## config.mk

```make
export PLATFORM = sky130hd
export DESIGN_NAME = deferred_call_timer_table
export DESIGN_NICKNAME = d
export VERILOG_FILES = /design/src/hdl/dct_pkg.sv /design/src/hdl/dct_div.sv /design/src/hdl/deferred_call_timer_table.sv
export SDC_FILE = /design/constraint.sdc
export NUM_CORES = 2
export LEC_CHECK = 0
export BUFFER_PORTS_ARGS = -buffer_cell sky130_fd_sc_hd__buf_2
export CAP_MARGIN = 20
export CORE_ASPECT_RATIO = 0.7
export CORE_MARGIN = 2
export CORE_UTILIZATION = 64
export CTS_BUF_LIST = sky130_fd_sc_hd__clkbuf_8
export DETAILED_ROUTE_END_ITERATION = 12
export HOLD_SLACK_MARGIN = 0.05
export PLACE_DENSITY = 0.82
export SYNTH_ARGS = -nofsm -noshare
export SYNTH_HDL_FRONTEND = slang
export SYNTH_HIERARCHICAL = 1
export SYNTH_SLANG_ARGS = --single-unit
```

## constraint.sdc

```tcl
create_clock -name aclk -period 10.37 [get_ports aclk]
set_clock_uncertainty 0.2 [all_clocks]
set_input_delay 1.037 -clock aclk [delete_from_list [all_inputs] [get_ports aclk]]
set_output_delay 1.037 -clock aclk [all_outputs]
set_load 0.005 [all_outputs]
```

## src/hdl/dct_pkg.sv

```systemverilog
// Package with the shared types and constants of the deferred call timer table.
package dct_pkg;

    localparam int unsigned DEPTH_DEFAULT = 16;
    localparam int unsigned MAX_RESULTS = 16;
    localparam int unsigned KW = $clog2(MAX_RESULTS + 1);
    localparam int unsigned S_DATA_W = 168;
    localparam int unsigned M_DATA_W = 136;
    localparam int unsigned S_USER_W = 3;
    localparam int unsigned M_USER_W = 3;

    localparam logic [1:0] ST_OK = 2'd0;
    localparam logic [1:0] ST_NONE = 2'd1;
    localparam logic [1:0] ST_FULL = 2'd2;

    typedef enum logic [2:0] {
        OP_ADD = 3'd0,
        OP_CANCEL = 3'd1,
        OP_QUERY = 3'd2,
        OP_TICK = 3'd3,
        OP_LIST = 3'd4
    } opcode_t;

    typedef enum logic [2:0] {
        S_IDLE,
        S_SCAN_RD,
        S_SCAN_CHK,
        S_DIV_WAIT,
        S_SHIFT_RD,
        S_SHIFT_WR,
        S_FLUSH
    } state_t;

    typedef struct packed {
        logic [31:0] id;
        logic [31:0] fire_time;
        logic [31:0] handle;
        logic [31:0] value;
        logic [1:0]  flags;
    } entry_t;

    typedef struct packed {
        logic [1:0]  status;
        logic [31:0] id;
        logic        fire;
        logic [31:0] handle;
        logic        has_value;
        logic [31:0] value;
        logic        sgn;
        logic [31:0] remaining;
    } res_t;

    typedef struct packed {
        logic [2:0]  opcode;
        logic [31:0] now_time;
        logic [31:0] call_id;
        logic [31:0] handle;
        logic [31:0] value;
        logic [1:0]  flags;
    } item_t;

endpackage

```

## src/hdl/dct_div.sv

```systemverilog
// Sequential scaler: computes ((t * 1000) mod 2^32) / m, one quotient bit per cycle.
module dct_div (
    input  logic        aclk,
    input  logic        aresetn,
    input  logic        start,
    input  logic [31:0] t,
    input  logic [15:0] mult,
    output logic        done,
    output logic [31:0] quot
);

    logic        busy_reg, busy_next;
    logic        done_reg, done_next;
    logic [4:0]  cnt_reg, cnt_next;
    logic [31:0] q_reg, q_next;
    logic [15:0] r_reg, r_next;
    logic [15:0] d_reg, d_next;
    logic [16:0] trial;
    logic [16:0] diff;

    always_ff @(posedge aclk) begin
        if (!aresetn) begin
            busy_reg <= 1'b0;
            done_reg <= 1'b0;
            cnt_reg <= '0;
        end else begin
            busy_reg <= busy_next;
            done_reg <= done_next;
            cnt_reg <= cnt_next;
        end
        q_reg <= q_next;
        r_reg <= r_next;
        d_reg <= d_next;
    end

    always_comb begin
        busy_next = busy_reg;
        done_next = 1'b0;
        cnt_next = cnt_reg;
        q_next = q_reg;
        r_next = r_reg;
        d_next = d_reg;
        trial = {r_reg, q_reg[31]};
        diff = trial - {1'b0, d_reg};
        if (start) begin
            q_next = (t << 10) - (t << 4) - (t << 3);
            r_next = '0;
            d_next = (mult == 16'd0) ? 16'd1 : mult;
            cnt_next = '0;
            busy_next = 1'b1;
        end else if (busy_reg) begin
            if (trial >= {1'b0, d_reg}) begin
                r_next = diff[15:0];
                q_next = {q_reg[30:0], 1'b1};
            end else begin
                r_next = trial[15:0];
                q_next = {q_reg[30:0], 1'b0};
            end
            cnt_next = cnt_reg + 5'd1;
            if (cnt_reg == 5'd31) begin
                busy_next = 1'b0;
                done_next = 1'b1;
            end
        end
    end

    assign done = done_reg;
    assign quot = q_reg;

endmodule

```

## src/hdl/deferred_call_timer_table.sv

```systemverilog
// Top level of the deferred call timer table.
// Commands arrive as beats on the s_ channel: s_tuser carries the opcode (add, cancel,
// query, tick, list) and s_tdata the operands. Each command gives one or more result
// beats on the m_ channel; m_tlast marks the final beat of a command. cfg_wr_en with
// cfg_wr_data sets the time multiplier; write it only while the block is idle.
// Pending calls live in a table memory with one read and one write port, kept packed
// in insertion order. One command is worked at a time. An add with a non-zero delay
// waits for the bit-serial scaler. Cancel, query and list read the table slot by slot;
// a removal shifts later slots down one by one, and a query that needs the scaler waits
// for it. Ticks visit each slot and shift the later slots down after each fired slot. A
// result beat can wait in the output register while the next is formed; when the
// receiver stalls, the block waits where it would push a further beat and resumes when
// m_tready returns. The next command is taken once the last result beat of the current
// one sits in the output register. Reset empties the table, clears the id counter and
// sets the multiplier to one; no clearing pass is needed.
module deferred_call_timer_table #(
    parameter int unsigned TABLE_DEPTH = dct_pkg::DEPTH_DEFAULT
) (
    input  logic                          aclk,
    input  logic                          aresetn,
    input  logic                          s_tvalid,
    output logic                          s_tready,
    // now_time, delay, call_id, handle, has_value, arg_value, arg_signed, zero pad
    input  logic [dct_pkg::S_DATA_W-1:0]  s_tdata,
    // opcode
    input  logic [dct_pkg::S_USER_W-1:0]  s_tuser,
    output logic                          m_tvalid,
    input  logic                          m_tready,
    // result_id, out_handle, out_has_value, out_value, out_signed, remaining, zero pad
    output logic [dct_pkg::M_DATA_W-1:0]  m_tdata,
    // status, fire
    output logic [dct_pkg::M_USER_W-1:0]  m_tuser,
    output logic                          m_tlast,
    input  logic                          cfg_wr_en,
    input  logic [15:0]                   cfg_wr_data
);

    localparam int unsigned AW = (TABLE_DEPTH > 1) ? $clog2(TABLE_DEPTH) : 1;
    localparam int unsigned CW = $clog2(TABLE_DEPTH + 1);
    localparam int unsigned KW = dct_pkg::KW;

    dct_pkg::entry_t mem [TABLE_DEPTH];
    dct_pkg::entry_t rdata_reg;
    logic [AW-1:0]   rd_addr;
    logic            mem_we;
    logic [AW-1:0]   mem_wa;
    dct_pkg::entry_t mem_wd;

    dct_pkg::state_t state_reg, state_next;
    dct_pkg::item_t  item_reg, item_next;
    dct_pkg::entry_t hold_reg, hold_next;
    dct_pkg::res_t   pend_reg, pend_next;
    dct_pkg::res_t   out_reg, out_next;
    logic            pend_valid_reg, pend_valid_next;
    logic            out_valid_reg, out_valid_next;
    logic            out_last_reg, out_last_next;
    logic [CW-1:0]   n_reg, n_next;
    logic [CW-1:0]   i_reg, i_next;
    logic [CW-1:0]   j_reg, j_next;
    logic [KW-1:0]   k_reg, k_next;
    logic [31:0]     last_id_reg, last_id_next;
    logic [15:0]     mult_reg;

    logic            div_start;
    logic [31:0]     div_t;
    logic            div_done;
    logic [31:0]     div_quot;

    logic            out_free;
    logic            can_push;
    logic            push;
    dct_pkg::res_t   res_new;
    logic            start_rm;
    logic            rm_done;
    logic [CW-1:0]   i_inc;
    logic [CW-1:0]   j_inc;
    logic [CW:0]     j_inc2;
    logic [CW-1:0]   n_dec;
    logic [2:0]      s_op;
    logic [31:0]     s_delay;
    logic            s_hasv;
    dct_pkg::entry_t e;

    dct_div u_div (
        .aclk    (aclk),
        .aresetn (aresetn),
        .start   (div_start),
        .t       (div_t),
        .mult    (mult_reg),
        .done    (div_done),
        .quot    (div_quot)
    );

    always_ff @(posedge aclk) begin
        if (mem_we) begin
            mem[mem_wa] <= mem_wd;
        end
        rdata_reg <= mem[rd_addr];
    end

    always_ff @(posedge aclk) begin
        if (!aresetn) begin
            state_reg <= dct_pkg::S_IDLE;
            pend_valid_reg <= 1'b0;
            out_valid_reg <= 1'b0;
            n_reg <= '0;
            last_id_reg <= '0;
            mult_reg <= 16'd1;
        end else begin
            state_reg <= state_next;
            pend_valid_reg <= pend_valid_next;
            out_valid_reg <= out_valid_next;
            n_reg <= n_next;
            last_id_reg <= last_id_next;
            if (cfg_wr_en) begin
                mult_reg <= cfg_wr_data;
            end
        end
        item_reg <= item_next;
        hold_reg <= hold_next;
        pend_reg <= pend_next;
        out_reg <= out_next;
        out_last_reg <= out_last_next;
        i_reg <= i_next;
        j_reg <= j_next;
        k_reg <= k_next;
    end

    assign s_op = s_tuser[2:0];
    assign s_delay = s_tdata[63:32];
    assign s_hasv = s_tdata[128];
    assign out_free = !out_valid_reg || m_tready;
    assign can_push = !pend_valid_reg || out_free;
    assign i_inc = i_reg + CW'(1);
    assign j_inc = j_reg + CW'(1);
    assign j_inc2 = {1'b0, j_reg} + (CW + 1)'(2);
    assign n_dec = n_reg - CW'(1);
    assign e = rdata_reg;
    assign rd_addr = (state_reg == dct_pkg::S_SHIFT_RD) ? j_inc[AW-1:0] : i_reg[AW-1:0];

    always_comb begin
        state_next = state_reg;
        item_next = item_reg;
        hold_next = hold_reg;
        pend_next = pend_reg;
        pend_valid_next = pend_valid_reg;
        out_next = out_reg;
        out_last_next = out_last_reg;
        out_valid_next = out_valid_reg && !m_tready;
        n_next = n_reg;
        i_next = i_reg;
        j_next = j_reg;
        k_next = k_reg;
        last_id_next = last_id_reg;
        mem_we = 1'b0;
        mem_wa = n_reg[AW-1:0];
        mem_wd = rdata_reg;
        div_start = 1'b0;
        div_t = s_delay;
        push = 1'b0;
        res_new = '0;
        start_rm = 1'b0;
        rm_done = 1'b0;

        case (state_reg)
            dct_pkg::S_IDLE: begin
                if (s_tvalid) begin
                    item_next.opcode = s_op;
                    item_next.now_time = s_tdata[31:0];
                    item_next.call_id = s_tdata[95:64];
                    item_next.handle = s_tdata[127:96];
                    item_next.value = s_hasv ? s_tdata[160:129] : 32'd0;
                    item_next.flags = s_hasv ? {s_tdata[161], 1'b1} : 2'b00;
                    i_next = '0;
                    k_next = '0;
                    state_next = dct_pkg::S_FLUSH;
                    push = 1'b1;
                    res_new.status = dct_pkg::ST_NONE;
                    case (s_op)
                        dct_pkg::OP_ADD: begin
                            if (s_delay == 32'd0) begin
                                res_new.status = dct_pkg::ST_OK;
                                res_new.fire = 1'b1;
                                res_new.handle = s_tdata[127:96];
                                res_new.has_value = s_hasv;
                                res_new.value = s_hasv ? s_tdata[160:129] : 32'd0;
                                res_new.sgn = s_hasv & s_tdata[161];
                            end else if (n_reg >= CW'(TABLE_DEPTH)) begin
                                res_new.status = dct_pkg::ST_FULL;
                            end else begin
                                push = 1'b0;
                                div_start = 1'b1;
                                state_next = dct_pkg::S_DIV_WAIT;
                            end
                        end
                        dct_pkg::OP_CANCEL, dct_pkg::OP_QUERY,
                        dct_pkg::OP_TICK, dct_pkg::OP_LIST: begin
                            if (n_reg != '0) begin
                                push = 1'b0;
                                state_next = dct_pkg::S_SCAN_RD;
                            end
                        end
                        default: begin
                        end
                    endcase
                end
            end
            dct_pkg::S_SCAN_RD: begin
                state_next = dct_pkg::S_SCAN_CHK;
            end
            dct_pkg::S_SCAN_CHK: begin
                case (item_reg.opcode)
                    dct_pkg::OP_CANCEL, dct_pkg::OP_QUERY: begin
                        if (e.id == item_reg.call_id) begin
                            if (item_reg.opcode == dct_pkg::OP_CANCEL) begin
                                push = 1'b1;
                                res_new.id = e.id;
                                start_rm = 1'b1;
                            end else if (e.fire_time > item_reg.now_time) begin
                                hold_next = e;
                                div_t = e.fire_time - item_reg.now_time;
                                div_start = 1'b1;
                                state_next = dct_pkg::S_DIV_WAIT;
                            end else begin
                                push = 1'b1;
                                res_new.id = e.id;
                                res_new.handle = e.handle;
                                res_new.has_value = e.flags[0];
                                res_new.value = e.value;
                                res_new.sgn = e.flags[1];
                                state_next = dct_pkg::S_FLUSH;
                            end
                        end else begin
                            i_next = i_inc;
                            if (i_inc >= n_reg) begin
                                push = 1'b1;
                                res_new.status = dct_pkg::ST_NONE;
                                state_next = dct_pkg::S_FLUSH;
                            end else begin
                                state_next = dct_pkg::S_SCAN_RD;
                            end
                        end
                    end
                    dct_pkg::OP_TICK: begin
                        if (item_reg.now_time >= e.fire_time) begin
                            if (can_push) begin
                                push = 1'b1;
                                res_new.id = e.id;
                                res_new.fire = 1'b1;
                                res_new.handle = e.handle;
                                res_new.has_value = e.flags[0];
                                res_new.value = e.value;
                                res_new.sgn = e.flags[1];
                                k_next = k_reg + KW'(1);
                                start_rm = 1'b1;
                            end
                        end else begin
                            i_next = i_inc;
                            if (i_inc >= n_reg) begin
                                state_next = dct_pkg::S_FLUSH;
                                if (k_reg == '0) begin
                                    push = 1'b1;
                                    res_new.status = dct_pkg::ST_NONE;
                                end
                            end else begin
                                state_next = dct_pkg::S_SCAN_RD;
                            end
                        end
                    end
                    default: begin
                        if (can_push) begin
                            push = 1'b1;
                            res_new.id = e.id;
                            i_next = i_inc;
                            k_next = k_reg + KW'(1);
                            if (i_inc >= n_reg || k_next >= KW'(dct_pkg::MAX_RESULTS)) begin
                                state_next = dct_pkg::S_FLUSH;
                            end else begin
                                state_next = dct_pkg::S_SCAN_RD;
                            end
                        end
                    end
                endcase
            end
            dct_pkg::S_DIV_WAIT: begin
                if (div_done) begin
                    push = 1'b1;
                    state_next = dct_pkg::S_FLUSH;
                    if (item_reg.opcode == dct_pkg::OP_ADD) begin
                        last_id_next = last_id_reg + 32'd1;
                        mem_we = 1'b1;
                        mem_wa = n_reg[AW-1:0];
                        mem_wd.id = last_id_next;
                        mem_wd.fire_time = item_reg.now_time + div_quot;
                        mem_wd.handle = item_reg.handle;
                        mem_wd.value = item_reg.value;
                        mem_wd.flags = item_reg.flags;
                        n_next = n_reg + CW'(1);
                        res_new.id = last_id_next;
                    end else begin
                        res_new.id = hold_reg.id;
                        res_new.handle = hold_reg.handle;
                        res_new.has_value = hold_reg.flags[0];
                        res_new.value = hold_reg.value;
                        res_new.sgn = hold_reg.flags[1];
                        res_new.remaining = div_quot;
                    end
                end
            end
            dct_pkg::S_SHIFT_RD: begin
                state_next = dct_pkg::S_SHIFT_WR;
            end
            dct_pkg::S_SHIFT_WR: begin
                mem_we = 1'b1;
                mem_wa = j_reg[AW-1:0];
                mem_wd = rdata_reg;
                j_next = j_inc;
                if (j_inc2 < {1'b0, n_reg}) begin
                    state_next = dct_pkg::S_SHIFT_RD;
                end else begin
                    rm_done = 1'b1;
                end
            end
            dct_pkg::S_FLUSH: begin
                if (out_free) begin
                    out_valid_next = 1'b1;
                    out_next = pend_reg;
                    out_last_next = 1'b1;
                    pend_valid_next = 1'b0;
                    state_next = dct_pkg::S_IDLE;
                end
            end
            default: begin
                state_next = dct_pkg::S_IDLE;
            end
        endcase

        if (start_rm) begin
            j_next = i_reg;
            if (i_inc < n_reg) begin
                state_next = dct_pkg::S_SHIFT_RD;
            end else begin
                rm_done = 1'b1;
            end
        end

        if (rm_done) begin
            n_next = n_dec;
            if (item_reg.opcode == dct_pkg::OP_TICK && i_reg < n_dec
                    && k_next < KW'(dct_pkg::MAX_RESULTS)) begin
                state_next = dct_pkg::S_SCAN_RD;
            end else begin
                state_next = dct_pkg::S_FLUSH;
            end
        end

        if (push) begin
            if (pend_valid_reg) begin
                out_valid_next = 1'b1;
                out_next = pend_reg;
                out_last_next = 1'b0;
            end
            pend_next = res_new;
            pend_valid_next = 1'b1;
        end
    end

    assign s_tready = (state_reg == dct_pkg::S_IDLE);
    assign m_tvalid = out_valid_reg;
    assign m_tlast = out_last_reg;
    assign m_tuser = {out_reg.fire, out_reg.status};
    assign m_tdata = {6'd0, out_reg.remaining, out_reg.sgn, out_reg.value,
                      out_reg.has_value, out_reg.handle, out_reg.id};

endmodule

```

==> flow_summary.json <==
{
  "placed_cells": 9117,
  "clk_latency_ns": 1.11,
  "start_kind": "register",
  "ant_nets": 0,
  "ios": 334,
  "largest_reg_flops": 2080,
  "drv_slew": 0,
  "grt_pass1_wl_um": 411000,
  "rows": 130,
  "r2r-start": "item_reg[98]",
  "die_height_um": 359,
  "wl_um": 276000,
  "cp.arrival_ns": 8.72,
  "fin_util": 0.719,
  "syn-instance-count": 6628,
  "r2r_cells": 22,
  "path_clk_slew_ns": 0.06,
  "first_global_vias": 65300,
  "grt_max_degree": 150,
  "cts_max_level": 5,
  "cts_root_buf": "clkbuf_8",
  "final_common_cell": "edfxtp_1",
  "cp.required_ns": 10.98,
  "min_path_type": "in -> reg",
  "cts_tree": "yes",
  "clock-sinks": 2852,
  "post_drt_wl_per_cell_um": 27.6,
  "finalWorstPathRequiredPeriod_ns": 8.11,
  "r2r-end": "u_div/quot[25]",
  "synth_area_mm2": 0.115,
  "cts_buffers": 414,
  "multiInputGateArea_mm2": 0.0311,
  "power_leakage_nw": 45.6,
  "crit_path_end_kind": "register",
  "layout_common_cells": "edfxtp_1 (2,506), mux4_2 (520), nand2_1 (508), clkbuf_8 (456), dfxtp_1 (346)",
  "fmax_mhz": 123,
  "area_growth_pct": 11.7,
  "crit_path_max_fanout": 27,
  "syn_avg_cell_area_um2": 17.4,
  "drive_above_1_share": 0.229,
  "regArea_mm2": 0.0822,
  "r2r_slack_ns": 2.26,
  "seqPwrFrac": 0.446,
  "maxCapViolCount": 0,
  "ir_drop_mv": 0.276,
  "pwr_density_cell_mw_per_mm2": 272,
  "worst-slew-pin-transition_ns": 1.18,
  "n_fill_cell": 10300,
  "slew_headroom": 0.214,
  "coreArea_mm2": 0.179,
  "dp_hpwl_um": 151000,
  "cts_setup_buffers": 0,
  "power.net_switching_mw": 11.2,
  "gp_congestion": 0.940,
  "grtUsageTotal": 0.299,
  "die_w_um": 511,
  "rsz0062_at_grt": "no",
  "port_buffers": 321,
  "tns_ns": 0,
  "firstDrtPassIters": 6,
  "grt.overflow.total": 0,
  "first_iter_violations": 8630,
  "worstSetupPathType": "reg -> reg",
  "p_comb_frac": 0.313,
  "status": "finished, final reports clean",
  "start_util": 0.643,
  "hold_violations": 0,
  "nNetsFinal": 7644,
  "setup_viol": 0,
  "die-area_mm2": 0.184,
  "ys_warn_count": 6,
  "endpoint": "u_div/quot[25]",
  "finalCritPeriodShare": 0.782,
  "crit_path_start": "item_reg[98]",
  "power.share.switching": 0.320,
  "internal_power_mw": 23.9,
  "antenna_found_initial": 4,
  "post-route-drc-count": 0,
  "clkPwrFrac": 0.241,
  "vias": 64700,
  "clockBufferDepth": 4,
  "vias_per_cell": 6.47,
  "fin_cells": 9999
}
power groups by stage:
stage / combinational [mW] / clock [mW] / sequential (mW)
after detailed placement: 10.8 / 0 / 15.9
final: 11.0 / 8.45 / 15.6
after floorplan: 7.94 / 0 / 15.6
after global routing: 11.8 / 9.03 / 15.7
after global placement: 10.4 / 0 / 15.8
after CTS: 10.9 / 8.52 / 15.6
per-stage QoR:
step	cell area, um2	hold slack [ns]	power (mW)	setup slack (ns)
after global placement	120000	0.240	26.2	2.61
after CTS	129000	0.0541	35.1	2.46
after floorplan	115000	0.229	23.6	2.29
after global routing	129000	0.0605	36.6	1.75
final	129000	0.115	35.1	2.26
after detailed placement	120000	0.247	26.7	2.55
worst max-delay path: stages, from the launching register on:
cell      delay, ns
edfxtp_1       0.40
ha_1           0.24
fa_1           0.39
nand2b_1       0.18
a211oi_1       0.48
o311ai_0       0.33
o211ai_2       0.22
nor3_2         0.15
nor2_1         0.48
nand3_2        0.57
buf_4          0.41
o21ai_0        0.51
inv_1          0.28
fa_1           0.59
inv_1          0.04
ha_1           0.39
a21oi_1        0.24
o21ai_0        0.15
or2_2          0.31
o221ai_1       0.51
o21ai_0        0.27
xor2_1         0.18
mux2_2         0.27
metal layers:
metal,up-vias,track usage,wire length [um],part of all wire
met1,32700,0.420,105000,0.38
met5,-,0,168,0.00061
li1,27500,-,-,-
met4,4,0.102,8850,0.032
met2,3870,0.483,135000,0.49
met3,601,0.0529,27800,0.10
worst min-delay path by stage:
stage / endpoint / depth (start not counted) / startpoint
floorplan: hold_reg[0] / 0 / e[0]
global placement: hold_reg[45] / 0 / e[45]
detailed placement: hold_reg[27] / 0 / e[27]
CTS: item_reg[30] / 2 / s_tdata[157]
global route: item_reg[8] / 2 / s_tdata[135]
finish: item_reg[2] / 2 / s_tdata[129]
what timing repair did:
item,4_1_cts,5_1_grt
hold buffers,131,0
gates resized for setup,0,0
hold endpoints to repair,140,0
endpoints found under the setup margin,0,0
final cells by class:
type,count,share of cell area
Inverter,156,0.00460
Timing Repair Buffer,598,0.0330
Sequential cell,2852,0.638
Tap cell,2376,0.0231
Antenna cell,7,0.000136
Multi-Input combinational cell,3268,0.241
Clock buffer,456,0.0487
Clock inverter,286,0.0109
Power figures use the tool's default switching activity.
